$ cat config.mk
export PLATFORM = sky130hd
export DESIGN_NAME = printf_format_spec_parser_unit
export DESIGN_NICKNAME = d
export VERILOG_FILES = /design/src/sv/fsp_pkg.sv /design/src/sv/fsp_parse.sv /design/src/sv/fsp_queue.sv /design/src/sv/fsp_emit.sv /design/src/sv/printf_format_spec_parser_unit.sv
export SDC_FILE = /design/constraint.sdc
export NUM_CORES = 1
export LEC_CHECK = 0
export BUFFER_PORTS_ARGS = -buffer_cell sky130_fd_sc_hd__buf_2
export CORE_MARGIN = 4
export CORE_UTILIZATION = 35
export DETAILED_ROUTE_END_ITERATION = 10
export GPL_TIMING_DRIVEN = 0
export PLACE_DENSITY = 0.57
export SYNTH_ARGS = -nofsm -noshare
export SYNTH_HDL_FRONTEND = slang
export SYNTH_SLANG_ARGS = --single-unit
$ cat constraint.sdc
create_clock -name clock -period 9.86 [get_ports clock]
set_input_delay 1.479 -clock clock [delete_from_list [all_inputs] [get_ports clock]]
set_output_delay 1.479 -clock clock [all_outputs]
set_load 0.05 [all_outputs]
$ cat src/sv/fsp_pkg.sv
package fsp_pkg;

   localparam logic [1:0] KIND_LITERAL = 2'd0;
   localparam logic [1:0] KIND_SPEC    = 2'd1;
   localparam logic [1:0] KIND_INVALID = 2'd2;
   localparam logic [1:0] KIND_EMPTY   = 2'd3;

   localparam logic [2:0] LM_NONE = 3'd0;
   localparam logic [2:0] LM_HH   = 3'd1;
   localparam logic [2:0] LM_H    = 3'd2;
   localparam logic [2:0] LM_L    = 3'd3;
   localparam logic [2:0] LM_LL   = 3'd4;
   localparam logic [2:0] LM_BIGL = 3'd5;

   localparam logic [3:0] TYPE_C       = 4'd0;
   localparam logic [3:0] TYPE_S       = 4'd1;
   localparam logic [3:0] TYPE_P       = 4'd2;
   localparam logic [3:0] TYPE_D       = 4'd3;
   localparam logic [3:0] TYPE_U       = 4'd4;
   localparam logic [3:0] TYPE_O       = 4'd5;
   localparam logic [3:0] TYPE_X_LOW   = 4'd6;
   localparam logic [3:0] TYPE_X_UP    = 4'd7;
   localparam logic [3:0] CONV_PERCENT = 4'd8;
   localparam logic [3:0] TYPE_F       = 4'd9;
   localparam logic [3:0] TYPE_I       = 4'd10;
   localparam logic [3:0] CONV_NONE    = 4'd11;

   localparam logic [7:0] CH_H_LOW = 8'h68;
   localparam logic [7:0] CH_L_LOW = 8'h6C;
   localparam logic [7:0] CH_L_UP  = 8'h4C;
   localparam logic [7:0] CH_DOT   = 8'h2E;
   localparam logic [7:0] CH_MINUS = 8'h2D;
   localparam logic [7:0] CH_SHARP = 8'h23;
   localparam logic [7:0] CH_PLUS  = 8'h2B;
   localparam logic [7:0] CH_ZERO  = 8'h30;
   localparam logic [7:0] CH_NINE  = 8'h39;
   localparam logic [7:0] CH_SPACE = 8'h20;
   localparam logic [7:0] CH_PCT   = 8'h25;
   localparam logic [7:0] CH_C     = 8'h63;
   localparam logic [7:0] CH_S     = 8'h73;
   localparam logic [7:0] CH_P     = 8'h70;
   localparam logic [7:0] CH_D     = 8'h64;
   localparam logic [7:0] CH_U     = 8'h75;
   localparam logic [7:0] CH_O     = 8'h6F;
   localparam logic [7:0] CH_X_LOW = 8'h78;
   localparam logic [7:0] CH_X_UP  = 8'h58;
   localparam logic [7:0] CH_F     = 8'h66;
   localparam logic [7:0] CH_I     = 8'h69;

   function automatic logic [3:0] letter_type(input logic [7:0] c);
      case (c)
         CH_C:     return TYPE_C;
         CH_S:     return TYPE_S;
         CH_P:     return TYPE_P;
         CH_D:     return TYPE_D;
         CH_U:     return TYPE_U;
         CH_O:     return TYPE_O;
         CH_X_LOW: return TYPE_X_LOW;
         CH_X_UP:  return TYPE_X_UP;
         CH_PCT:   return CONV_PERCENT;
         CH_F:     return TYPE_F;
         CH_I:     return TYPE_I;
         default:  return CONV_NONE;
      endcase
   endfunction

   function automatic logic [4:0] flag_bit(input logic [7:0] c);
      case (c)
         CH_MINUS: return 5'b00001;
         CH_SHARP: return 5'b00010;
         CH_PLUS:  return 5'b00100;
         CH_ZERO:  return 5'b01000;
         CH_SPACE: return 5'b10000;
         default:  return 5'b00000;
      endcase
   endfunction

endpackage

$ cat src/sv/fsp_parse.sv
module fsp_parse
   import fsp_pkg::*;
#(
   parameter int NUMBER_BITS = 16,
   parameter int COUNT_BITS  = 8
) (
   input  logic                   clock,
   input  logic                   reset,
   input  logic                   in_valid,
   input  logic [7:0]             in_char,
   input  logic                   queue_full,
   output logic                   push,
   output logic                   push_literal,
   output logic [7:0]             push_byte,
   output logic [4:0]             push_flags,
   output logic [NUMBER_BITS-1:0] push_width,
   output logic                   push_width_given,
   output logic [NUMBER_BITS-1:0] push_prec,
   output logic                   push_prec_given,
   output logic [2:0]             push_length,
   output logic [COUNT_BITS-1:0]  push_count
);

   typedef enum logic [6:0] {
      PH_IDLE  = 7'b0000001,
      PH_FLAGS = 7'b0000010,
      PH_WIDTH = 7'b0000100,
      PH_PREC  = 7'b0001000,
      PH_LEN_H = 7'b0010000,
      PH_LEN_L = 7'b0100000,
      PH_TYPE  = 7'b1000000
   } phase_type;

   localparam logic [NUMBER_BITS-1:0] NUM_MAX = {NUMBER_BITS{1'b1}};
   localparam logic [COUNT_BITS-1:0]  CNT_MAX = {COUNT_BITS{1'b1}};

   function automatic logic [NUMBER_BITS-1:0] acc_digit(
      input logic [NUMBER_BITS-1:0] acc,
      input logic [3:0]             d
   );
      logic [NUMBER_BITS+3:0] v;
      v = ({4'd0, acc} << 3) + ({4'd0, acc} << 1) + {{NUMBER_BITS{1'b0}}, d};
      if (v[NUMBER_BITS+3:NUMBER_BITS] != 4'd0) begin
         return NUM_MAX;
      end
      return v[NUMBER_BITS-1:0];
   endfunction

   phase_type              phase_ff, phase_in;
   logic [4:0]             flags_ff, flags_in;
   logic [NUMBER_BITS-1:0] width_ff, width_in;
   logic                   wseen_ff, wseen_in;
   logic [NUMBER_BITS-1:0] prec_ff, prec_in;
   logic                   dot_ff, dot_in;
   logic [2:0]             len_ff, len_in;
   logic [COUNT_BITS-1:0]  count_ff, count_in;

   logic                   accept;
   logic                   digit;
   logic [4:0]             flag;
   logic [NUMBER_BITS-1:0] width_step;
   logic [NUMBER_BITS-1:0] prec_step;
   logic [COUNT_BITS-1:0]  count_next;
   logic                   tail;
   logic                   dot_ok;
   logic                   finish;

   assign accept     = in_valid && !queue_full;
   assign digit      = in_char inside {[CH_ZERO:CH_NINE]};
   assign flag       = flag_bit(in_char);
   assign width_step = acc_digit((phase_ff == PH_WIDTH) ? width_ff : '0, in_char[3:0]);
   assign prec_step  = acc_digit(prec_ff, in_char[3:0]);
   assign count_next = (count_ff == CNT_MAX) ? count_ff : count_ff + COUNT_BITS'(1);

   always_comb begin
      phase_in     = phase_ff;
      flags_in     = flags_ff;
      width_in     = width_ff;
      wseen_in     = wseen_ff;
      prec_in      = prec_ff;
      dot_in       = dot_ff;
      len_in       = len_ff;
      count_in     = count_ff;
      push         = 1'b0;
      push_literal = 1'b0;
      tail         = 1'b0;
      dot_ok       = 1'b0;
      finish       = 1'b0;
      if (accept) begin
         case (phase_ff)
            PH_IDLE: begin
               if (in_char == CH_PCT) begin
                  phase_in = PH_FLAGS;
                  flags_in = '0;
                  width_in = '0;
                  wseen_in = 1'b0;
                  prec_in  = '0;
                  dot_in   = 1'b0;
                  len_in   = LM_NONE;
                  count_in = '0;
               end else begin
                  push         = 1'b1;
                  push_literal = 1'b1;
               end
            end
            PH_FLAGS: begin
               if (flag != 5'd0) begin
                  flags_in = flags_ff | flag;
                  count_in = count_next;
               end else if (digit) begin
                  width_in = width_step;
                  wseen_in = 1'b1;
                  phase_in = PH_WIDTH;
                  count_in = count_next;
               end else begin
                  tail   = 1'b1;
                  dot_ok = 1'b1;
               end
            end
            PH_WIDTH: begin
               if (digit) begin
                  width_in = width_step;
                  count_in = count_next;
               end else begin
                  tail   = 1'b1;
                  dot_ok = 1'b1;
               end
            end
            PH_PREC: begin
               if (digit) begin
                  prec_in  = prec_step;
                  count_in = count_next;
               end else begin
                  tail = 1'b1;
               end
            end
            PH_LEN_H: begin
               if (in_char == CH_H_LOW) begin
                  len_in   = LM_HH;
                  phase_in = PH_TYPE;
                  count_in = count_next;
               end else begin
                  finish = 1'b1;
               end
            end
            PH_LEN_L: begin
               if (in_char == CH_L_LOW) begin
                  len_in   = LM_LL;
                  phase_in = PH_TYPE;
                  count_in = count_next;
               end else begin
                  finish = 1'b1;
               end
            end
            PH_TYPE: begin
               finish = 1'b1;
            end
            default: begin
               phase_in = PH_IDLE;
            end
         endcase
         if (tail) begin
            if (dot_ok && in_char == CH_DOT) begin
               dot_in   = 1'b1;
               prec_in  = '0;
               phase_in = PH_PREC;
               count_in = count_next;
            end else if (in_char == CH_H_LOW) begin
               len_in   = LM_H;
               phase_in = PH_LEN_H;
               count_in = count_next;
            end else if (in_char == CH_L_LOW) begin
               len_in   = LM_L;
               phase_in = PH_LEN_L;
               count_in = count_next;
            end else if (in_char == CH_L_UP) begin
               len_in   = LM_BIGL;
               phase_in = PH_TYPE;
               count_in = count_next;
            end else begin
               finish = 1'b1;
            end
         end
         if (finish) begin
            push     = 1'b1;
            phase_in = PH_IDLE;
            flags_in = '0;
            width_in = '0;
            wseen_in = 1'b0;
            prec_in  = '0;
            dot_in   = 1'b0;
            len_in   = LM_NONE;
            count_in = '0;
         end
      end
   end

   always_ff @(posedge clock) begin
      if (reset) begin
         phase_ff <= PH_IDLE;
         flags_ff <= '0;
         width_ff <= '0;
         wseen_ff <= 1'b0;
         prec_ff  <= '0;
         dot_ff   <= 1'b0;
         len_ff   <= LM_NONE;
         count_ff <= '0;
      end else begin
         phase_ff <= phase_in;
         flags_ff <= flags_in;
         width_ff <= width_in;
         wseen_ff <= wseen_in;
         prec_ff  <= prec_in;
         dot_ff   <= dot_in;
         len_ff   <= len_in;
         count_ff <= count_in;
      end
   end

   assign push_byte        = in_char;
   assign push_flags       = flags_ff;
   assign push_width       = width_ff;
   assign push_width_given = wseen_ff;
   assign push_prec        = prec_ff;
   assign push_prec_given  = dot_ff;
   assign push_length      = len_ff;
   assign push_count       = count_ff;

   assert property (@(posedge clock) disable iff (reset)
      (push && !push_literal) |=> (phase_ff == PH_IDLE && count_ff == '0))
   else $error("spec record did not return parser to idle");

endmodule

$ cat src/sv/fsp_queue.sv
module fsp_queue #(
   parameter int DATA_BITS = 8,
   parameter int DEPTH     = 2
) (
   input  logic                 clock,
   input  logic                 reset,
   input  logic                 push,
   input  logic [DATA_BITS-1:0] push_data,
   output logic                 full,
   input  logic                 pop,
   output logic                 pop_valid,
   output logic [DATA_BITS-1:0] pop_data
);

   localparam int PTR_BITS = (DEPTH > 1) ? $clog2(DEPTH) : 1;
   localparam int CNT_BITS = $clog2(DEPTH + 1);

   logic [DATA_BITS-1:0] mem_ff [DEPTH];
   logic [PTR_BITS-1:0]  wr_ff, wr_in;
   logic [PTR_BITS-1:0]  rd_ff, rd_in;
   logic [CNT_BITS-1:0]  count_ff, count_in;

   always_comb begin
      wr_in    = wr_ff;
      rd_in    = rd_ff;
      count_in = count_ff;
      if (push) begin
         wr_in = (wr_ff == PTR_BITS'(DEPTH - 1)) ? '0 : wr_ff + PTR_BITS'(1);
      end
      if (pop) begin
         rd_in = (rd_ff == PTR_BITS'(DEPTH - 1)) ? '0 : rd_ff + PTR_BITS'(1);
      end
      if (push && !pop) begin
         count_in = count_ff + CNT_BITS'(1);
      end else if (pop && !push) begin
         count_in = count_ff - CNT_BITS'(1);
      end
   end

   always_ff @(posedge clock) begin
      if (reset) begin
         wr_ff    <= '0;
         rd_ff    <= '0;
         count_ff <= '0;
      end else begin
         wr_ff    <= wr_in;
         rd_ff    <= rd_in;
         count_ff <= count_in;
      end
   end

   always_ff @(posedge clock) begin
      if (push) begin
         mem_ff[wr_ff] <= push_data;
      end
   end

   assign full      = (count_ff == CNT_BITS'(DEPTH));
   assign pop_valid = (count_ff != '0);
   assign pop_data  = mem_ff[rd_ff];

   assert property (@(posedge clock) disable iff (reset) !(push && full))
   else $error("word pushed into full queue");

   assert property (@(posedge clock) disable iff (reset) !(pop && !pop_valid))
   else $error("word popped from empty queue");

   assert property (@(posedge clock) disable iff (reset) count_ff <= CNT_BITS'(DEPTH))
   else $error("queue fill count beyond depth");

endmodule

$ cat src/sv/fsp_emit.sv
module fsp_emit
   import fsp_pkg::*;
#(
   parameter int NUMBER_BITS = 16,
   parameter int COUNT_BITS  = 8
) (
   input  logic                   clock,
   input  logic                   reset,
   input  logic                   q_valid,
   output logic                   q_pop,
   input  logic                   q_literal,
   input  logic [7:0]             q_byte,
   input  logic [4:0]             q_flags,
   input  logic [NUMBER_BITS-1:0] q_width,
   input  logic                   q_width_given,
   input  logic [NUMBER_BITS-1:0] q_prec,
   input  logic                   q_prec_given,
   input  logic [2:0]             q_length,
   input  logic [COUNT_BITS-1:0]  q_count,
   output logic                   rsp_valid,
   input  logic                   rsp_stall,
   output logic [1:0]             rsp_kind,
   output logic [7:0]             rsp_byte_out,
   output logic [4:0]             rsp_flag_bits,
   output logic [NUMBER_BITS-1:0] rsp_width_value,
   output logic                   rsp_width_given,
   output logic [NUMBER_BITS-1:0] rsp_precision_value,
   output logic                   rsp_precision_given,
   output logic [2:0]             rsp_length_mod,
   output logic [3:0]             rsp_conv_type,
   output logic [COUNT_BITS-1:0]  rsp_spec_length
);

   logic                   valid_ff, valid_in;
   logic [1:0]             kind_ff;
   logic [7:0]             byte_ff;
   logic [4:0]             flags_ff;
   logic [NUMBER_BITS-1:0] width_ff;
   logic                   wgiven_ff;
   logic [NUMBER_BITS-1:0] prec_ff;
   logic                   pgiven_ff;
   logic [2:0]             len_ff;
   logic [3:0]             conv_ff;
   logic [COUNT_BITS-1:0]  count_ff;

   logic [3:0] conv;
   logic [1:0] kind;

   assign q_pop = q_valid && (!valid_ff || !rsp_stall);
   assign conv  = q_literal ? CONV_NONE : letter_type(q_byte);

   always_comb begin
      if (q_literal) begin
         kind = KIND_LITERAL;
      end else if (conv != CONV_NONE) begin
         kind = KIND_SPEC;
      end else if (q_count != '0) begin
         kind = KIND_INVALID;
      end else begin
         kind = KIND_EMPTY;
      end
   end

   always_comb begin
      valid_in = valid_ff;
      if (q_pop) begin
         valid_in = 1'b1;
      end else if (!rsp_stall) begin
         valid_in = 1'b0;
      end
   end

   always_ff @(posedge clock) begin
      if (reset) begin
         valid_ff <= 1'b0;
      end else begin
         valid_ff <= valid_in;
      end
   end

   always_ff @(posedge clock) begin
      if (q_pop) begin
         kind_ff   <= kind;
         byte_ff   <= q_byte;
         flags_ff  <= q_literal ? 5'd0 : q_flags;
         width_ff  <= q_literal ? '0 : q_width;
         wgiven_ff <= q_literal ? 1'b0 : q_width_given;
         prec_ff   <= q_literal ? '0 : q_prec;
         pgiven_ff <= q_literal ? 1'b0 : q_prec_given;
         len_ff    <= q_literal ? LM_NONE : q_length;
         conv_ff   <= conv;
         count_ff  <= q_literal ? '0 : q_count;
      end
   end

   assign rsp_valid           = valid_ff;
   assign rsp_kind            = kind_ff;
   assign rsp_byte_out        = byte_ff;
   assign rsp_flag_bits       = flags_ff;
   assign rsp_width_value     = width_ff;
   assign rsp_width_given     = wgiven_ff;
   assign rsp_precision_value = prec_ff;
   assign rsp_precision_given = pgiven_ff;
   assign rsp_length_mod      = len_ff;
   assign rsp_conv_type       = conv_ff;
   assign rsp_spec_length     = count_ff;

   assert property (@(posedge clock) disable iff (reset)
      (rsp_valid && rsp_kind == KIND_LITERAL) |->
         (rsp_conv_type == CONV_NONE && rsp_spec_length == '0 && rsp_flag_bits == 5'd0))
   else $error("literal word carries spec fields");

endmodule

$ cat src/sv/printf_format_spec_parser_unit.sv
// Format string spec parser. Feed one byte of a format string per req_ word on
// req_char_in. Plain bytes come back as literal words; a '%' opens a spec that
// is gathered (flags, width, precision, length) and closed by the next byte
// that is not part of it, which yields one spec, invalid-spec or empty-spec
// word carrying the gathered fields. The opening '%' and every byte inside a
// spec yield nothing.
// Throughput: one byte per cycle while req_stall is low, set by the update of the
// parse state (one multiply-by-ten and saturate step per digit).
// A result word is written into the queue on the edge that accepts the byte
// that finishes it, and moves on into the output register once that register
// is free. A two-word queue sits between the parser and the output register,
// so input keeps flowing while a finished word waits.
// When rsp_stall holds, the output word stays put; once the queue fills,
// req_stall rises and input halts without losing any byte.
// Reset (synchronous) returns the parser to outside-a-spec, empties the queue
// and drops any pending output word; no clearing pass is needed.
module printf_format_spec_parser_unit
   import fsp_pkg::*;
#(
   parameter int NUMBER_BITS = 16,
   parameter int COUNT_BITS  = 8
) (
   input  logic                   clock,
   input  logic                   reset,
   input  logic                   req_valid,
   output logic                   req_stall,
   input  logic [7:0]             req_char_in,
   output logic                   rsp_valid,
   input  logic                   rsp_stall,
   output logic [1:0]             rsp_kind,
   output logic [7:0]             rsp_byte_out,
   output logic [4:0]             rsp_flag_bits,
   output logic [NUMBER_BITS-1:0] rsp_width_value,
   output logic                   rsp_width_given,
   output logic [NUMBER_BITS-1:0] rsp_precision_value,
   output logic                   rsp_precision_given,
   output logic [2:0]             rsp_length_mod,
   output logic [3:0]             rsp_conv_type,
   output logic [COUNT_BITS-1:0]  rsp_spec_length
);

   localparam int ENTRY_BITS = 19 + 2 * NUMBER_BITS + COUNT_BITS;
   localparam int QUEUE_DEPTH = 2;

   logic                   q_full;
   logic                   push;
   logic                   push_literal;
   logic [7:0]             push_byte;
   logic [4:0]             push_flags;
   logic [NUMBER_BITS-1:0] push_width;
   logic                   push_width_given;
   logic [NUMBER_BITS-1:0] push_prec;
   logic                   push_prec_given;
   logic [2:0]             push_length;
   logic [COUNT_BITS-1:0]  push_count;
   logic [ENTRY_BITS-1:0]  push_data;

   logic                   pop;
   logic                   pop_valid;
   logic [ENTRY_BITS-1:0]  pop_data;
   logic                   q_literal;
   logic [7:0]             q_byte;
   logic [4:0]             q_flags;
   logic [NUMBER_BITS-1:0] q_width;
   logic                   q_width_given;
   logic [NUMBER_BITS-1:0] q_prec;
   logic                   q_prec_given;
   logic [2:0]             q_length;
   logic [COUNT_BITS-1:0]  q_count;

   assign req_stall = q_full;

   fsp_parse #(
      .NUMBER_BITS (NUMBER_BITS),
      .COUNT_BITS  (COUNT_BITS)
   ) u_parse (
      .clock            (clock),
      .reset            (reset),
      .in_valid         (req_valid),
      .in_char          (req_char_in),
      .queue_full       (q_full),
      .push             (push),
      .push_literal     (push_literal),
      .push_byte        (push_byte),
      .push_flags       (push_flags),
      .push_width       (push_width),
      .push_width_given (push_width_given),
      .push_prec        (push_prec),
      .push_prec_given  (push_prec_given),
      .push_length      (push_length),
      .push_count       (push_count)
   );

   assign push_data = {push_literal, push_byte, push_flags, push_width, push_width_given,
                       push_prec, push_prec_given, push_length, push_count};

   fsp_queue #(
      .DATA_BITS (ENTRY_BITS),
      .DEPTH     (QUEUE_DEPTH)
   ) u_queue (
      .clock     (clock),
      .reset     (reset),
      .push      (push),
      .push_data (push_data),
      .full      (q_full),
      .pop       (pop),
      .pop_valid (pop_valid),
      .pop_data  (pop_data)
   );

   assign {q_literal, q_byte, q_flags, q_width, q_width_given,
           q_prec, q_prec_given, q_length, q_count} = pop_data;

   fsp_emit #(
      .NUMBER_BITS (NUMBER_BITS),
      .COUNT_BITS  (COUNT_BITS)
   ) u_emit (
      .clock               (clock),
      .reset               (reset),
      .q_valid             (pop_valid),
      .q_pop               (pop),
      .q_literal           (q_literal),
      .q_byte              (q_byte),
      .q_flags             (q_flags),
      .q_width             (q_width),
      .q_width_given       (q_width_given),
      .q_prec              (q_prec),
      .q_prec_given        (q_prec_given),
      .q_length            (q_length),
      .q_count             (q_count),
      .rsp_valid           (rsp_valid),
      .rsp_stall           (rsp_stall),
      .rsp_kind            (rsp_kind),
      .rsp_byte_out        (rsp_byte_out),
      .rsp_flag_bits       (rsp_flag_bits),
      .rsp_width_value     (rsp_width_value),
      .rsp_width_given     (rsp_width_given),
      .rsp_precision_value (rsp_precision_value),
      .rsp_precision_given (rsp_precision_given),
      .rsp_length_mod      (rsp_length_mod),
      .rsp_conv_type       (rsp_conv_type),
      .rsp_spec_length     (rsp_spec_length)
   );

endmodule

Yosys cells after proc, flatten, opt, wreduce, memory -nomap -nowiden
Memory sizes are Yosys's and may differ from the RTL's. A register that Yosys moved wholly into a read port is not among the register bits.
Cells that the tools add are included.
{"block": "totals", "inputBits": 12, "mem_count": 1, "ramBits": 118, "elab_cells": 200, "out_inout_bits": 66, "reg_bits": 126}
{"block": "op_classes", "eq_ne": 36, "order_cmp": 2, "reduce_logical": 26, "muxes": 102, "bitwise_logic": 1, "addsub": 9}
{"memory": "u_queue.mem_ff", "words": 2, "word_bits": 59, "read_ports": 1, "rd_clocked_by_memory_dff": 1, "write_ports": 1, "line_no": "fsp_queue.sv:18", "source": "logic [DATA_BITS-1:0] mem_ff [DEPTH];"}
{"cell": "two-way mux 16 bit", "count": 14}
{"cell": "equality test 8 x 7 -> 1 bit (second input constant)", "count": 13}
{"cell": "two-way mux 8 bit", "count": 12}
{"cell": "two-way mux 7 bit", "count": 11}
{"cell": "equality test 8 x 6 -> 1 bit (second input constant)", "count": 8}
{"cell": "case mux 16 bit (3 select lines)", "count": 1}
{"cell": "case mux 4 bit (11 select lines)", "count": 1}
{"cell": "adder 19 x 17 -> 20 bit", "count": 2}
{"cell": "adder 20 x 4 -> 20 bit", "count": 2}
{"cell": "case mux 8 bit (5 select lines)", "count": 1}
{"cell": "two-way mux 1 bit", "count": 38}
{"cell": "case mux 7 bit (5 select lines)", "count": 1}
{"cell": "case mux 16 bit (2 select lines)", "count": 1}
{"cell": "two-way mux 3 bit", "count": 9}
{"cell": "case mux 5 bit (5 select lines)", "count": 1}
{"cell": "two-way mux 5 bit", "count": 3}
{"cell": "nonzero test 4 bit", "count": 3}
{"cell": "case mux 5 bit (2 select lines)", "count": 1}
{"cell": "inequality test 3 x 1 -> 1 bit (second input constant)", "count": 3}
{"cell": "case mux 3 bit (3 select lines)", "count": 1}
{"cell": "adder 8 x 1 -> 8 bit (second input constant)", "count": 1}
{"cell": "equality test 8 bit (second input constant)", "count": 1}
{"cell": "greater-or-equal comparator 8 x 6 -> 1 bit (second input constant)", "count": 1}
{"cell": "less-or-equal comparator 8 x 6 -> 1 bit (second input constant)", "count": 1}
{"cell": "other kinds (30)", "count": 46}

Depth between registers and ports, before layout
Gate-level depths: netlist of run 1.
{"block": "logic_depth", "ltp_word": 16, "mapped_depth": 19, "depth_no_buf": 16}

Modules after synthesis
Synthesis of run 1 repeated with hierarchy kept, for this count alone.
{"block": "unflattened", "hier_cells": 1069, "hier_area_um2": 12627.1}
{"module": "fsp_parse", "cells_each": 681, "seq_area_each_um2": 1141.1, "area_per_inst_um2": 5380.2, "instances": 1}
{"module": "fsp_queue", "cells_each": 206, "seq_area_each_um2": 3643.5, "area_per_inst_um2": 4510.6, "instances": 1}
{"module": "fsp_emit", "cells_each": 182, "seq_area_each_um2": 1941.9, "area_per_inst_um2": 2736.4, "instances": 1}

Least setup slack after synthesis of run 1
OpenSTA, ideal clock, no wires.
{"block": "synth_timing", "path_type": "input to register", "from": "in req_char_in[5]", "to": "mem u_queue.mem_ff[0][0] (netlist bit), enable pin", "t_arrival_ns": 5.783, "setup_time_ns": 0.483, "t_required_ns": 9.377, "n_path_buf": 2, "stages": 9, "slack_ns": 3.594, "cell_sequence": "buf_2 > nor4bb_1 > a22o_1 > nor3_1 > o21ai_1 > clkbuf_1 > o21a_2 > a21oi_1 > nor2b_1"}
{"block": "synth_via", "elab_chain_len": 14, "word_cells_on_any_way": 37, "cone_classes": "order compare: 2; eq/ne: 10; mux: 22; reduce/logical: 3"}
{"item": "from (decl)", "line_no": "printf_format_spec_parser_unit.sv:27", "source": "input logic [7:0] req_char_in,"}
{"item": "greater-or-equal comparator 8 x 6 -> 1 bit, or another cell as far along", "line_no": "fsp_parse.sv:69", "source": "assign digit = in_char inside {[CH_ZERO:CH_NINE]};"}
{"item": "logical AND 1 bit or case mux 5 bit (5 select lines) (tied branches)", "line_no": "fsp_parse.sv:69, fsp_pkg.sv:68"}
{"item": "two-way mux 1 bit or nonzero test 5 bit (tied branches)"}
{"item": "two-way mux 1 bit", "line_no": "fsp_parse.sv:107", "source": "if (flag != 5'd0) begin"}
{"item": "case mux 1 bit (2 select lines)", "line_no": "fsp_parse.sv:90", "source": "case (phase_ff)"}
{"item": "two-way mux 1 bit", "line_no": "fsp_parse.sv:89", "source": "if (accept) begin"}
{"item": "logical AND 1 bit", "line_no": "fsp_parse.sv:163", "source": "if (dot_ok && in_char == CH_DOT) begin"}
{"item": "two-way mux 1 bit", "line_no": "fsp_parse.sv:163"}
{"item": "two-way mux 1 bit", "line_no": "fsp_parse.sv:162", "source": "if (tail) begin"}
{"item": "two-way mux 1 bit", "line_no": "fsp_parse.sv:89"}
{"item": "two-way mux 1 bit *", "line_no": "fsp_parse.sv:184", "source": "if (finish) begin"}
{"item": "two-way mux 1 bit *", "line_no": "fsp_parse.sv:89"}
{"item": "named net push", "line_no": "printf_format_spec_parser_unit.sv:46", "source": "logic push;"}
{"item": "two-way mux 1 bit *", "line_no": "fsp_queue.sv:53", "source": "if (push) begin"}
{"item": "two-way mux 1 bit (implied by the code) *", "line_no": "fsp_queue.sv:54", "source": "mem_ff[wr_ff] <= push_data;"}
{"item": "to (decl)", "line_no": "fsp_queue.sv:18"}
The timed path passes the listed nets; every way through them passes the cells marked *. The select of a mux whose other input is x is not followed.

Worst setup path after layout of run 1
{"block": "layout_timing", "from": "reg u_parse.phase_ff[1]", "to": "reg u_parse.width_ff[12] (netlist: u_parse.push_width[12])"}
{"block": "layout_via", "elab_chain_len": 11, "word_cells_on_any_way": 34, "cone_classes": "add/sub: 2; eq/ne: 9; mux: 18; reduce/logical: 5"}
{"item": "from (decl)", "line_no": "fsp_parse.sv:49", "source": "phase_type phase_ff, phase_in;"}
{"item": "from (signal assigned)", "line_no": "fsp_parse.sv:209", "source": "phase_ff <= phase_in;"}
{"item": "equality test 7 x 3 -> 1 bit", "line_no": "fsp_parse.sv:71, fsp_parse.sv:90"}
{"item": "two-way mux 16 bit", "line_no": "fsp_parse.sv:71", "source": "assign width_step = acc_digit((phase_ff == PH_WIDTH) ? width_ff : '0, in_char[3:0]);"}
{"item": "adder 19 x 17 -> 20 bit", "line_no": "fsp_parse.sv:42", "source": "v = ({4'd0, acc} << 3) + ({4'd0, acc} << 1) + {{NUMBER_BITS{1'b0}}, d};"}
{"item": "adder 20 x 4 -> 20 bit", "line_no": "fsp_parse.sv:42"}
{"item": "nonzero test 4 bit", "line_no": "fsp_parse.sv:43", "source": "if (v[NUMBER_BITS+3:NUMBER_BITS] != 4'd0) begin"}
{"item": "two-way mux 1 bit", "line_no": "fsp_parse.sv:43"}
{"item": "two-way mux 16 bit", "line_no": "fsp_parse.sv:46", "source": "return v[NUMBER_BITS-1:0];"}
{"item": "two-way mux 16 bit", "line_no": "fsp_parse.sv:110, fsp_parse.sv:121"}
{"item": "two-way mux 16 bit", "line_no": "fsp_parse.sv:107"}
{"item": "case mux 16 bit (3 select lines)", "line_no": "fsp_parse.sv:90"}
{"item": "two-way mux 16 bit", "line_no": "fsp_parse.sv:184"}
{"item": "to (signal assigned)", "line_no": "fsp_parse.sv:211", "source": "width_ff <= width_in;"}
{"item": "to (decl)", "line_no": "fsp_parse.sv:51", "source": "logic [NUMBER_BITS-1:0] width_ff, width_in;"}
Several ways; a longest one is shown, not always the timed one. The select of a mux whose other input is x is not followed.
A chain may end at the register's enable or synchronous reset.

==> results of run 1 <==
[layout make-up]
cell class,instances,share of cell area
Sequential cell,245,0.481
Multi-Input combinational cell,770,0.370
Tap cell,455,0.0407
Clock inverter,9,0.00788
Clock buffer,35,0.0466
Antenna cell,1,0.000179
Buffer,43,0.0137
Timing Repair Buffer,79,0.0304
Inverter,35,0.00958
[worst max-delay path, delay by kind of cell, from the launching register on]
kind,cells,cell delay (ns)
buffers and inverters,4,1.08
adder cells (fa/ha/maj),2,0.95
AND/OR/NAND/NOR,6,1.65
AO/OA/AOI/OAI,6,1.24
flip-flops,1,0.35
[per-layer routing]
| layer | track usage | wire (microns) | vias to the layer above |
|---|---|---|---|
| met5 | 0 | 31 | - |
| met1 | 0.198 | 13000 | 4155 |
| met3 | 0.0225 | 1440 | 28 |
| li1 | - | - | 4301 |
| met2 | 0.245 | 13500 | 209 |
| met4 | 0.0266 | 335 | 4 |
[registers in the layout, indices dropped and copies added (netlist names), 7 cells and up, named ones only]
name / cells
u_emit.rsp_precision_value: 16
u_parse.push_width: 16
u_parse.push_count: 8
u_parse.phase_ff: 7
u_queue.mem_ff: 118
u_emit.rsp_byte_out: 8
u_emit.rsp_spec_length: 8
u_emit.rsp_width_value: 16
u_parse.push_prec: 16
[layout by cell type (no fill, tap or decap), types with 9 or more instances in the layout]
master	Yosys	routed
and3_1	10	10
inv_1	35	34
clkbuf_1	29	39
nor2_1	131	131
dfxtp_1	63	63
xnor2_1	17	17
clkbuf_16	0	24
nand2_1	83	83
a31oi_1	21	21
mux2i_1	56	56
xor2_1	9	9
a21oi_1	62	62
buf_2	5	82
nand4_1	9	9
nor4_1	10	10
nor3_1	23	23
ha_1	64	64
edfxtp_1	182	182
nor2b_1	13	12
nand3_1	28	28
o211ai_1	10	10
and2_1	22	21
o21ai_0	46	46
[power by group through the flow]
stage	registers (W)	clock network (W)	logic, W
floorplan	0.00200	0	0.000418
global placement	0.00153	0	0.00119
detailed placement	0.00151	0	0.00121
CTS	0.00149	0.000915	0.00122
global route	0.00151	0.000960	0.00128
finish	0.00149	0.000892	0.00119
[cell families after synthesis]
logic type / count (synthesis)
adder cells (fa/ha/maj): 68
XOR/XNOR: 26
multiplexers: 61
flip-flops: 245
buffers and inverters: 78
AO/OA/AOI/OAI: 234
AND/OR/NAND/NOR: 381
[final timing paths]
check	from	end	slack [ns]
worst min-delay path	u_parse.push_flags[1]$_SDFFE_PP0P_	u_queue.mem_ff[1][46]$_DFFE_PP_	0.46
worst min register to register	u_parse.push_flags[1]$_SDFFE_PP0P_	u_queue.mem_ff[1][46]$_DFFE_PP_	0.46
worst max-delay path	u_parse.phase_ff[1]$_SDFFE_PP0P_	u_parse.push_width[12]$_SDFFE_PP0P_	4.50
worst max register to register	u_parse.phase_ff[1]$_SDFFE_PP0P_	u_parse.push_width[12]$_SDFFE_PP0P_	4.50
[through the flow]
step                      setup slack [ns]  instance area [sq um]
after floorplan                       3.59                  12200
after global placement                1.10                  13200
after detailed placement              4.47                  13200
after CTS                             4.45                  14000
after global routing                  4.04                  14000
final                                 4.50                  14000
==> flow_metrics.env, run 1 <==
export IMPL_antenna_found_initial=3
export IMPL_p_total_w=0.00357
export IMPL_critPathCaptureType="flip-flop"
export IMPL_yosysTopAreaCell="edfxtp_1"
export IMPL_root_buffer="clkbuf_16"
export IMPL_ir_drop_uv=148
export IMPL_critPathKind="reg2reg"
export IMPL_p_per_area_nw_per_um2=256
export IMPL_r2r_cells=18
export IMPL_clock_skew_ns=0.0304
export IMPL_clock_sinks=245
export IMPL_finalCritPeriodShare=0.544
export IMPL_synth_seq_cells=245
export IMPL_leakage_nw=5.28
export IMPL_crit_path_start_kind="flip-flop"
export IMPL_avgSynthCellArea_sq_um=11.2
export IMPL_p_sw_w=0.00137
export IMPL_worstHoldPathType="reg2reg"
export IMPL_clockBufferDepth=3
export IMPL_p_seq_frac=0.416
export IMPL_die_area_sq_um=37900
export IMPL_grt_setup_unrepaired="false"
export IMPL_instances_no_fill=1672
export IMPL_place_congestion=0.914
export IMPL_hold_viol=0
export IMPL_combPwrFrac=0.334
export IMPL_crit_slowest_cell="nor4b_4"
export IMPL_synth_mux_area_frac=0.0505
export IMPL_core_sq_um=34500
export IMPL_syn_to_final_growth_pct=14.5
export IMPL_synth_top_cells_by_count="182 x edfxtp_1, 131 x nor2_1, 83 x nand2_1"
export IMPL_post_cts_setup_buffers=0
export IMPL_outcome="finished, final reports clean"
export IMPL_whs_ns=0.460
export IMPL_fmax_ghz=0.187
export IMPL_synthTopCellsByArea="edfxtp_1 45%, dfxtp_1 10%, ha_1 6.6%"
export IMPL_relSlewSlack=0.373
export IMPL_fin_util=0.406
export IMPL_grt_pass1_wl_microns=45300
export IMPL_synth_top_family_by_area="simple AND/OR/NAND/NOR gates"
export IMPL_port_buffers=77
export IMPL_wl_microns=28400
export IMPL_slowest_delay_ns=0.56
export IMPL_worstPathMaxFanout=10
export IMPL_synth_edff_count=182
export IMPL_synthArstFlopShare=0
export IMPL_p_int_w=0.00220
export IMPL_synth_nets=1173
export IMPL_htree_levels=1
export IMPL_fin_tns_setup_ns=0
export IMPL_yosysMostFrequentCell="edfxtp_1"
export IMPL_p_clk_frac=0.250
export IMPL_tightest_slew_ns=0.941
export IMPL_die_w_microns=195
export IMPL_rows=68
export IMPL_track_usage=0.144
export IMPL_synthXorXnorAreaFrac=0.0187
export IMPL_grt_max_degree=66
export IMPL_p_sw_frac=0.383
export IMPL_synthDistinctLibCells=81
export IMPL_cts_hold_buffers=0
export IMPL_nets=1278
export IMPL_drtPass1Iterations=7
export IMPL_regArea_sq_um=6730
export IMPL_netlist_area_sq_um=12200
export IMPL_antenna_left=0
export IMPL_cts_tree="built"
export IMPL_dpl_hpwl_microns=20900
export IMPL_cp_required_ns=10.30
export IMPL_multi_input_area_sq_um=5160
export IMPL_clk_insertion_delay_late_ns=0.53
export IMPL_ys_seq_area_frac=0.551
export IMPL_synthSimpleGateAreaFrac=0.155
export IMPL_drt_iter0_drc=500
export IMPL_cap_violations=0
export IMPL_cts_buffers=24
export IMPL_syn_inst=1093
export IMPL_drive_gt1_frac=0.120
export IMPL_grt_overflow=0
export IMPL_final_min_clock_period_ns=5.36
export IMPL_crit_path_cell_trace="or4_1 > buf_2 > nor4b_4 > clkbuf_1 > nand2_1 > fa_1 > inv_1 > fa_1 > a21o_1 > a21oi_1 > o21bai_1 > a211oi_1 > or3_1 > nor3b_1 > o21bai_1 > clkbuf_1 > nor2_1 > o21ai_0"
export IMPL_vias=8697
export IMPL_avgViaCountPerCell=5.20
export IMPL_fillers=3345
export IMPL_slew_violations=0
export IMPL_synth_top_area_share=0.448
export IMPL_synth_compound_area_frac=0.126
export IMPL_die_h_microns=195
export IMPL_clk_pin_slew_ns=0.06
export IMPL_synth_main_ff_cell="edfxtp_1"
export IMPL_dp_cells=1627
export IMPL_grt_pass1_vias=8385
export IMPL_initial_core_util=0.354
export IMPL_min_path_cells=0
export IMPL_cts_resized=0
export IMPL_setup_viol=0
export IMPL_arrival_ns=5.80
export IMPL_synthAdderAreaFrac=0.0722
export IMPL_num_io_pins=78
export IMPL_yosysWarnings=0
export IMPL_routedWlPerCell_microns=17.0
export IMPL_drc=0
Power figures use the tool's default switching activity.
==> run 2, diff against run 1 <==
--- a/config.mk
+++ b/config.mk
@@ -10,7 +10,7 @@
 export CORE_UTILIZATION = 35
 export DETAILED_ROUTE_END_ITERATION = 10
 export GPL_TIMING_DRIVEN = 0
-export PLACE_DENSITY = 0.57
+export PLACE_DENSITY = 0.59
 export SYNTH_ARGS = -nofsm -noshare
 export SYNTH_HDL_FRONTEND = slang
 export SYNTH_SLANG_ARGS = --single-unit
==> constraint.sdc (replaced) <==
create_clock -name clock -period 4.8 [get_ports clock]
set_input_delay 0.72 -clock clock [delete_from_list [all_inputs] [get_ports clock]]
set_output_delay 0.72 -clock clock [all_outputs]
set_load 0.05 [all_outputs]
==> flow_metrics.env, run 2 (synthesis gave the netlist of run 1 again) <==
export IMPL_tightest_slew_ns=0.927
export IMPL_fin_tns_setup_ns=0
export IMPL_diodes=0
export IMPL_cts_hold_buffers=0
export IMPL_root_buffer="clkbuf_16"
export IMPL_p_sw_w=0.00282
export IMPL_hold_viol=0
export IMPL_p_int_w=0.00456
export IMPL_cap_violations=0
export IMPL_fillers=3293
export IMPL_track_usage=0.145
export IMPL_initial_core_util=0.354
export IMPL_mostFrequentLayoutCells="182 x edfxtp_1, 131 x nor2_1, 83 x nand2_1"
export IMPL_leakage_nw=5.32
export IMPL_clk_pin_slew_ns=0.06
export IMPL_cts_tree="built"
export IMPL_drt_iter0_drc=557
export IMPL_arrival_ns=5.00
export IMPL_vias=8737
export IMPL_die_area_sq_um=37900
export IMPL_multi_input_area_sq_um=5200
export IMPL_grt_pass1_vias=8589
export IMPL_core_sq_um=34500
export IMPL_crit_path_start_kind="flip-flop"
export IMPL_critPathCaptureType="flip-flop"
export IMPL_timing_rr_start="u_parse.phase_ff[0]$_SDFFE_PP1P_"
export IMPL_rows=68
export IMPL_antenna_found_initial=2
export IMPL_worstPathMaxFanout=10
export IMPL_placed_area_sq_um=13200
export IMPL_largest_reg_flops=118
export IMPL_top_register="u_queue.mem_ff"
export IMPL_r2r_setup_slack_ns=0.23
export IMPL_die_w_microns=195
export IMPL_r2r_cells=19
export IMPL_ir_drop_uv=355
export IMPL_nets=1280
export IMPL_dpl_hpwl_microns=20300
export IMPL_clk_insertion_delay_late_ns=0.53
export IMPL_clock_sinks=245
export IMPL_drc=0
export IMPL_cts_buffers=25
export IMPL_min_path_cells=1
export IMPL_fin_area_sq_um=14100
export IMPL_worstHoldPathType="in2reg"
export IMPL_r2r_end="u_parse.push_width[13]$_SDFFE_PP0P_"
export IMPL_slew_violations=0
export IMPL_relSlewSlack=0.382
export IMPL_p_per_area_nw_per_um2=525
export IMPL_finalCritPeriodShare=0.951
export IMPL_final_min_clock_period_ns=4.57
export IMPL_routedWlPerCell_microns=16.8
export IMPL_outcome="finished, final reports clean"
export IMPL_num_io_pins=78
export IMPL_combPwrFrac=0.333
export IMPL_grt_max_degree=66
export IMPL_place_congestion=0.945
export IMPL_p_sw_frac=0.383
export IMPL_p_seq_frac=0.414
export IMPL_antenna_left=0
export IMPL_min_delay_start="req_char_in[5]"
export IMPL_wl_microns=28200
export IMPL_cp_required_ns=5.23
export IMPL_grt_overflow=0
export IMPL_syn_to_final_growth_pct=15.1
export IMPL_drtPass1Iterations=5
export IMPL_min_to="u_queue.mem_ff[1][55]$_DFFE_PP_"
export IMPL_drive_gt1_frac=0.126
export IMPL_htree_levels=1
export IMPL_die_h_microns=195
export IMPL_setup_viol=0
export IMPL_critPathKind="reg2reg"
export IMPL_regArea_sq_um=6730
export IMPL_clock_skew_ns=0.0213
export IMPL_fin_util=0.408
export IMPL_port_buffers=77
export IMPL_p_clk_frac=0.253
export IMPL_final_common_cell="edfxtp_1"
export IMPL_clockBufferDepth=3
export IMPL_fmax_ghz=0.219
export IMPL_grt_pass1_wl_microns=45800
export IMPL_avgViaCountPerCell=5.22
run 2: per-stage QoR:
step	worst slack [ns]	hold WS, ns	instances	power, W
finish	0.235	0.417	1673	0.00738
global route	-0.0102	0.404	1673	0.00775
CTS	0.0257	0.406	1673	0.00747
detailed placement	-0.657	0.450	1627	0.00560
global placement	-1.24	0.447	1625	0.00557
floorplan	0.411	0.426	1093	0.00495
run 2: power groups by stage:
stage	Sequential (W)	Combinational (W)	Clock, W
after floorplan	0.00409	0.000859	0
after global routing	0.00311	0.00264	0.00200
after detailed placement	0.00310	0.00249	0
final	0.00305	0.00246	0.00186
after global placement	0.00313	0.00244	0
after CTS	0.00306	0.00250	0.00191
run 2: what timing repair did:
item	4_1_cts	5_1_grt
buffers inserted	1	0
resized for setup	6	10
pin swaps	1	1
endpoints found under the setup margin	16	16
run 2: worst max-delay path, cell delays in order (launching register included):
cell,delay (ns)
dfxtp_1,0.34
or4_1,0.52
buf_2,0.17
nor4b_4,0.34
buf_6,0.20
and2_1,0.17
inv_1,0.06
fa_1,0.49
inv_1,0.07
fa_1,0.46
a21o_1,0.18
a21oi_2,0.20
o21bai_2,0.12
a211oi_2,0.20
or3_4,0.19
nor3b_2,0.05
o21bai_2,0.23
clkbuf_8,0.23
nor2_1,0.07
o21ai_0,0.18
run 2: routing by layer:
metal,wire [microns],global-route usage
met1,13200,0.197
met2,12900,0.241
met3,1220,0.0217
met4,843,0.0463
met5,33,0
run 2: final cells by class:
class                      instances  share of cell area
sequential                       245               0.479
multi-input combinational        770               0.370
clock buffer                      37              0.0477
tap                              455              0.0405
timing repair buffer              80              0.0311
buffer                            43              0.0146
inverter                          35             0.00953
clock inverter                     8             0.00766
run 2: how the worst max path moves through the flow:
stage                                          start                             endpoint  cells past startpoint
finish              u_parse.phase_ff[0]$_SDFFE_PP1P_  u_parse.push_width[13]$_SDFFE_PP0P_                     19
global placement                      req_char_in[3]      u_queue.mem_ff[0][52]$_DFFE_PP_                     10
detailed placement  u_parse.phase_ff[0]$_SDFFE_PP1P_  u_parse.push_width[13]$_SDFFE_PP0P_                     18
floorplan                             req_char_in[5]       u_queue.mem_ff[0][0]$_DFFE_PP_                      9
CTS                 u_parse.phase_ff[0]$_SDFFE_PP1P_  u_parse.push_width[13]$_SDFFE_PP0P_                     19
global route        u_parse.phase_ff[0]$_SDFFE_PP1P_  u_parse.push_width[13]$_SDFFE_PP0P_                     19
==> run 3, diff against run 2 <==
--- a/config.mk
+++ b/config.mk
@@ -10,7 +10,7 @@
 export CORE_UTILIZATION = 35
 export DETAILED_ROUTE_END_ITERATION = 10
 export GPL_TIMING_DRIVEN = 0
-export PLACE_DENSITY = 0.59
+export PLACE_DENSITY = 0.57
 export SYNTH_ARGS = -nofsm -noshare
 export SYNTH_HDL_FRONTEND = slang
 export SYNTH_SLANG_ARGS = --single-unit
==> constraint.sdc (replaced) <==
create_clock -name clock -period 5.8 [get_ports clock]
set_input_delay 0.87 -clock clock [delete_from_list [all_inputs] [get_ports clock]]
set_output_delay 0.87 -clock clock [all_outputs]
set_load 0.05 [all_outputs]
==> flow_metrics.env, run 3 (synthesis gave the netlist of run 1 again) <==
export IMPL_clk_pin_slew_ns=0.06
export IMPL_outcome="finished, final reports clean"
export IMPL_avgViaCountPerCell=5.20
export IMPL_largest_reg_flops=118
export IMPL_fin_area_sq_um=14000
export IMPL_dpl_hpwl_microns=20900
export IMPL_leakage_nw=5.30
export IMPL_ir_drop_uv=252
export IMPL_whs_ns=0.459
export IMPL_top_register="u_queue.mem_ff"
export IMPL_cts_buffers=24
export IMPL_track_usage=0.144
export IMPL_tightest_slew_ns=0.943
export IMPL_drt_iter0_drc=544
export IMPL_p_seq_frac=0.416
export IMPL_relSlewSlack=0.371
export IMPL_htree_levels=1
export IMPL_clock_skew_ns=0.0270
export IMPL_drive_gt1_frac=0.122
export IMPL_slew_violations=0
export IMPL_rows=68
export IMPL_nets=1281
export IMPL_die_area_sq_um=37900
export IMPL_p_total_w=0.00607
export IMPL_worstPathMaxFanout=10
export IMPL_critPathKind="reg2reg"
export IMPL_wl_microns=28400
export IMPL_slowest_delay_ns=0.52
export IMPL_p_per_area_nw_per_um2=434
export IMPL_mostFrequentLayoutCells="182 x edfxtp_1, 131 x nor2_1, 83 x nand2_1"
export IMPL_antenna_found_initial=3
export IMPL_crit_slowest_cell="or4_1"
export IMPL_clk_insertion_delay_late_ns=0.53
export IMPL_clockBufferDepth=3
export IMPL_place_congestion=0.914
export IMPL_p_int_w=0.00375
export IMPL_grt_pass1_wl_microns=45300
export IMPL_cts_resized=0
export IMPL_p_sw_w=0.00233
export IMPL_fin_tns_setup_ns=0
export IMPL_combPwrFrac=0.335
export IMPL_drtPass1Iterations=6
export IMPL_grt_max_degree=66
export IMPL_drc=0
export IMPL_critPathBufInv=5
export IMPL_num_io_pins=78
export IMPL_clock_sinks=245
export IMPL_p_clk_frac=0.249
export IMPL_hold_viol=0
export IMPL_preCtsSetupSlack_ns=0.438
export IMPL_antenna_left=0
export IMPL_syn_to_final_growth_pct=14.7
export IMPL_crit_path_start_kind="flip-flop"
export IMPL_grt_overflow=0
export IMPL_root_buffer="clkbuf_16"
export IMPL_fmax_ghz=0.194
export IMPL_setup_viol=0
export IMPL_critPathCaptureType="flip-flop"
export IMPL_p_sw_frac=0.383
export IMPL_die_w_microns=195
export IMPL_setup_ws_ns=0.636
export IMPL_arrival_ns=5.60
export IMPL_port_buffers=77
export IMPL_grt_pass1_vias=8385
export IMPL_initial_core_util=0.354
export IMPL_final_min_clock_period_ns=5.16
export IMPL_core_sq_um=34500
export IMPL_worstHoldPathType="reg2reg"
export IMPL_grt_setup_unrepaired="false"
export IMPL_routedWlPerCell_microns=17.0
export IMPL_placed_area_sq_um=13200
export IMPL_vias=8703
export IMPL_crit_path_cell_trace="or4_1 > buf_2 > nor4b_4 > buf_4 > clkbuf_1 > nand2_1 > fa_1 > inv_1 > fa_1 > a21o_1 > a21oi_1 > o21bai_1 > a211oi_1 > or3_1 > nor3b_1 > o21bai_1 > clkbuf_1 > nor2_1 > o21ai_0"
export IMPL_final_common_cell="edfxtp_1"
export IMPL_cts_tree="built"
export IMPL_cp_required_ns=6.23
export IMPL_cp_top_family="simple AND/OR/NAND/NOR gates"
export IMPL_die_h_microns=195
export IMPL_cap_violations=0
export IMPL_finalCritPeriodShare=0.890
run 3: changes by cell type in the layout (fill, tap and decap cells not counted), moves of 2 or more:
cell | before | now
a21oi_1 | 60 | 62
a21oi_2 | 2 | 0
clkinv_1 | 3 | 1
buf_4 | 1 | 3
o21bai_2 | 2 | 0
o21bai_1 | 4 | 6
clkinv_2 | 0 | 3
run 3: final cells by class:
cell class | count | area [sq um]
Fill cell | 3349 | 20500
Antenna cell | 1 | 2.50
Clock inverter | 9 | 110
Tap cell | 455 | 569
Timing Repair Buffer | 82 | 448
Multi-Input combinational cell | 770 | 5160
Buffer | 43 | 191
Sequential cell | 245 | 6730
Inverter | 35 | 134
Clock buffer | 35 | 652
run 3: per-stage QoR:
stage,instances,utilization
global placement,1625,0.382
finish,1675,0.406
global route,1675,0.406
floorplan,1093,-
detailed placement,1627,0.383
CTS,1671,0.406
run 3: final timing paths:
path                                      start                                  to  slack, ns  cells after the start
max            u_parse.phase_ff[0]$_SDFFE_PP1P_  u_parse.push_width[6]$_SDFFE_PP0P_       0.64                     19
min          u_parse.push_flags[1]$_SDFFE_PP0P_     u_queue.mem_ff[1][46]$_DFFE_PP_       0.46                      0
max reg2reg    u_parse.phase_ff[0]$_SDFFE_PP1P_  u_parse.push_width[6]$_SDFFE_PP0P_       0.64                     19
min reg2reg  u_parse.push_flags[1]$_SDFFE_PP0P_     u_queue.mem_ff[1][46]$_DFFE_PP_       0.46                      0
run 3: repair_timing:
| item | CTS | global route |
|---|---|---|
| setup buffers | 0 | 3 |
| hold endpoints to repair | 0 | 0 |
| hold buffers | 0 | 0 |
| setup endpoints to repair | 0 | 1 |
run 3: power groups by stage:
stage | Clock (W) | Sequential (W) | Combinational, W
6_report | 0.00152 | 0.00253 | 0.00203
5_1_grt | 0.00163 | 0.00257 | 0.00218
4_1_cts | 0.00156 | 0.00253 | 0.00207
3_5_place_dp | 0 | 0.00257 | 0.00206
3_3_place_gp | 0 | 0.00260 | 0.00202
2_1_floorplan | 0 | 0.00339 | 0.000710
run 3: routing by layer:
metal / routed length [microns] / GRT usage / vias to the layer above / share of wire
li1: - / - / 4307 / -
met1: 13000 / 0.198 / 4147 / 0.46
met2: 13500 / 0.245 / 217 / 0.48
met3: 1480 / 0.0225 / 28 / 0.052
met4: 333 / 0.0266 / 4 / 0.012
met5: 31 / 0 / - / 0.0011
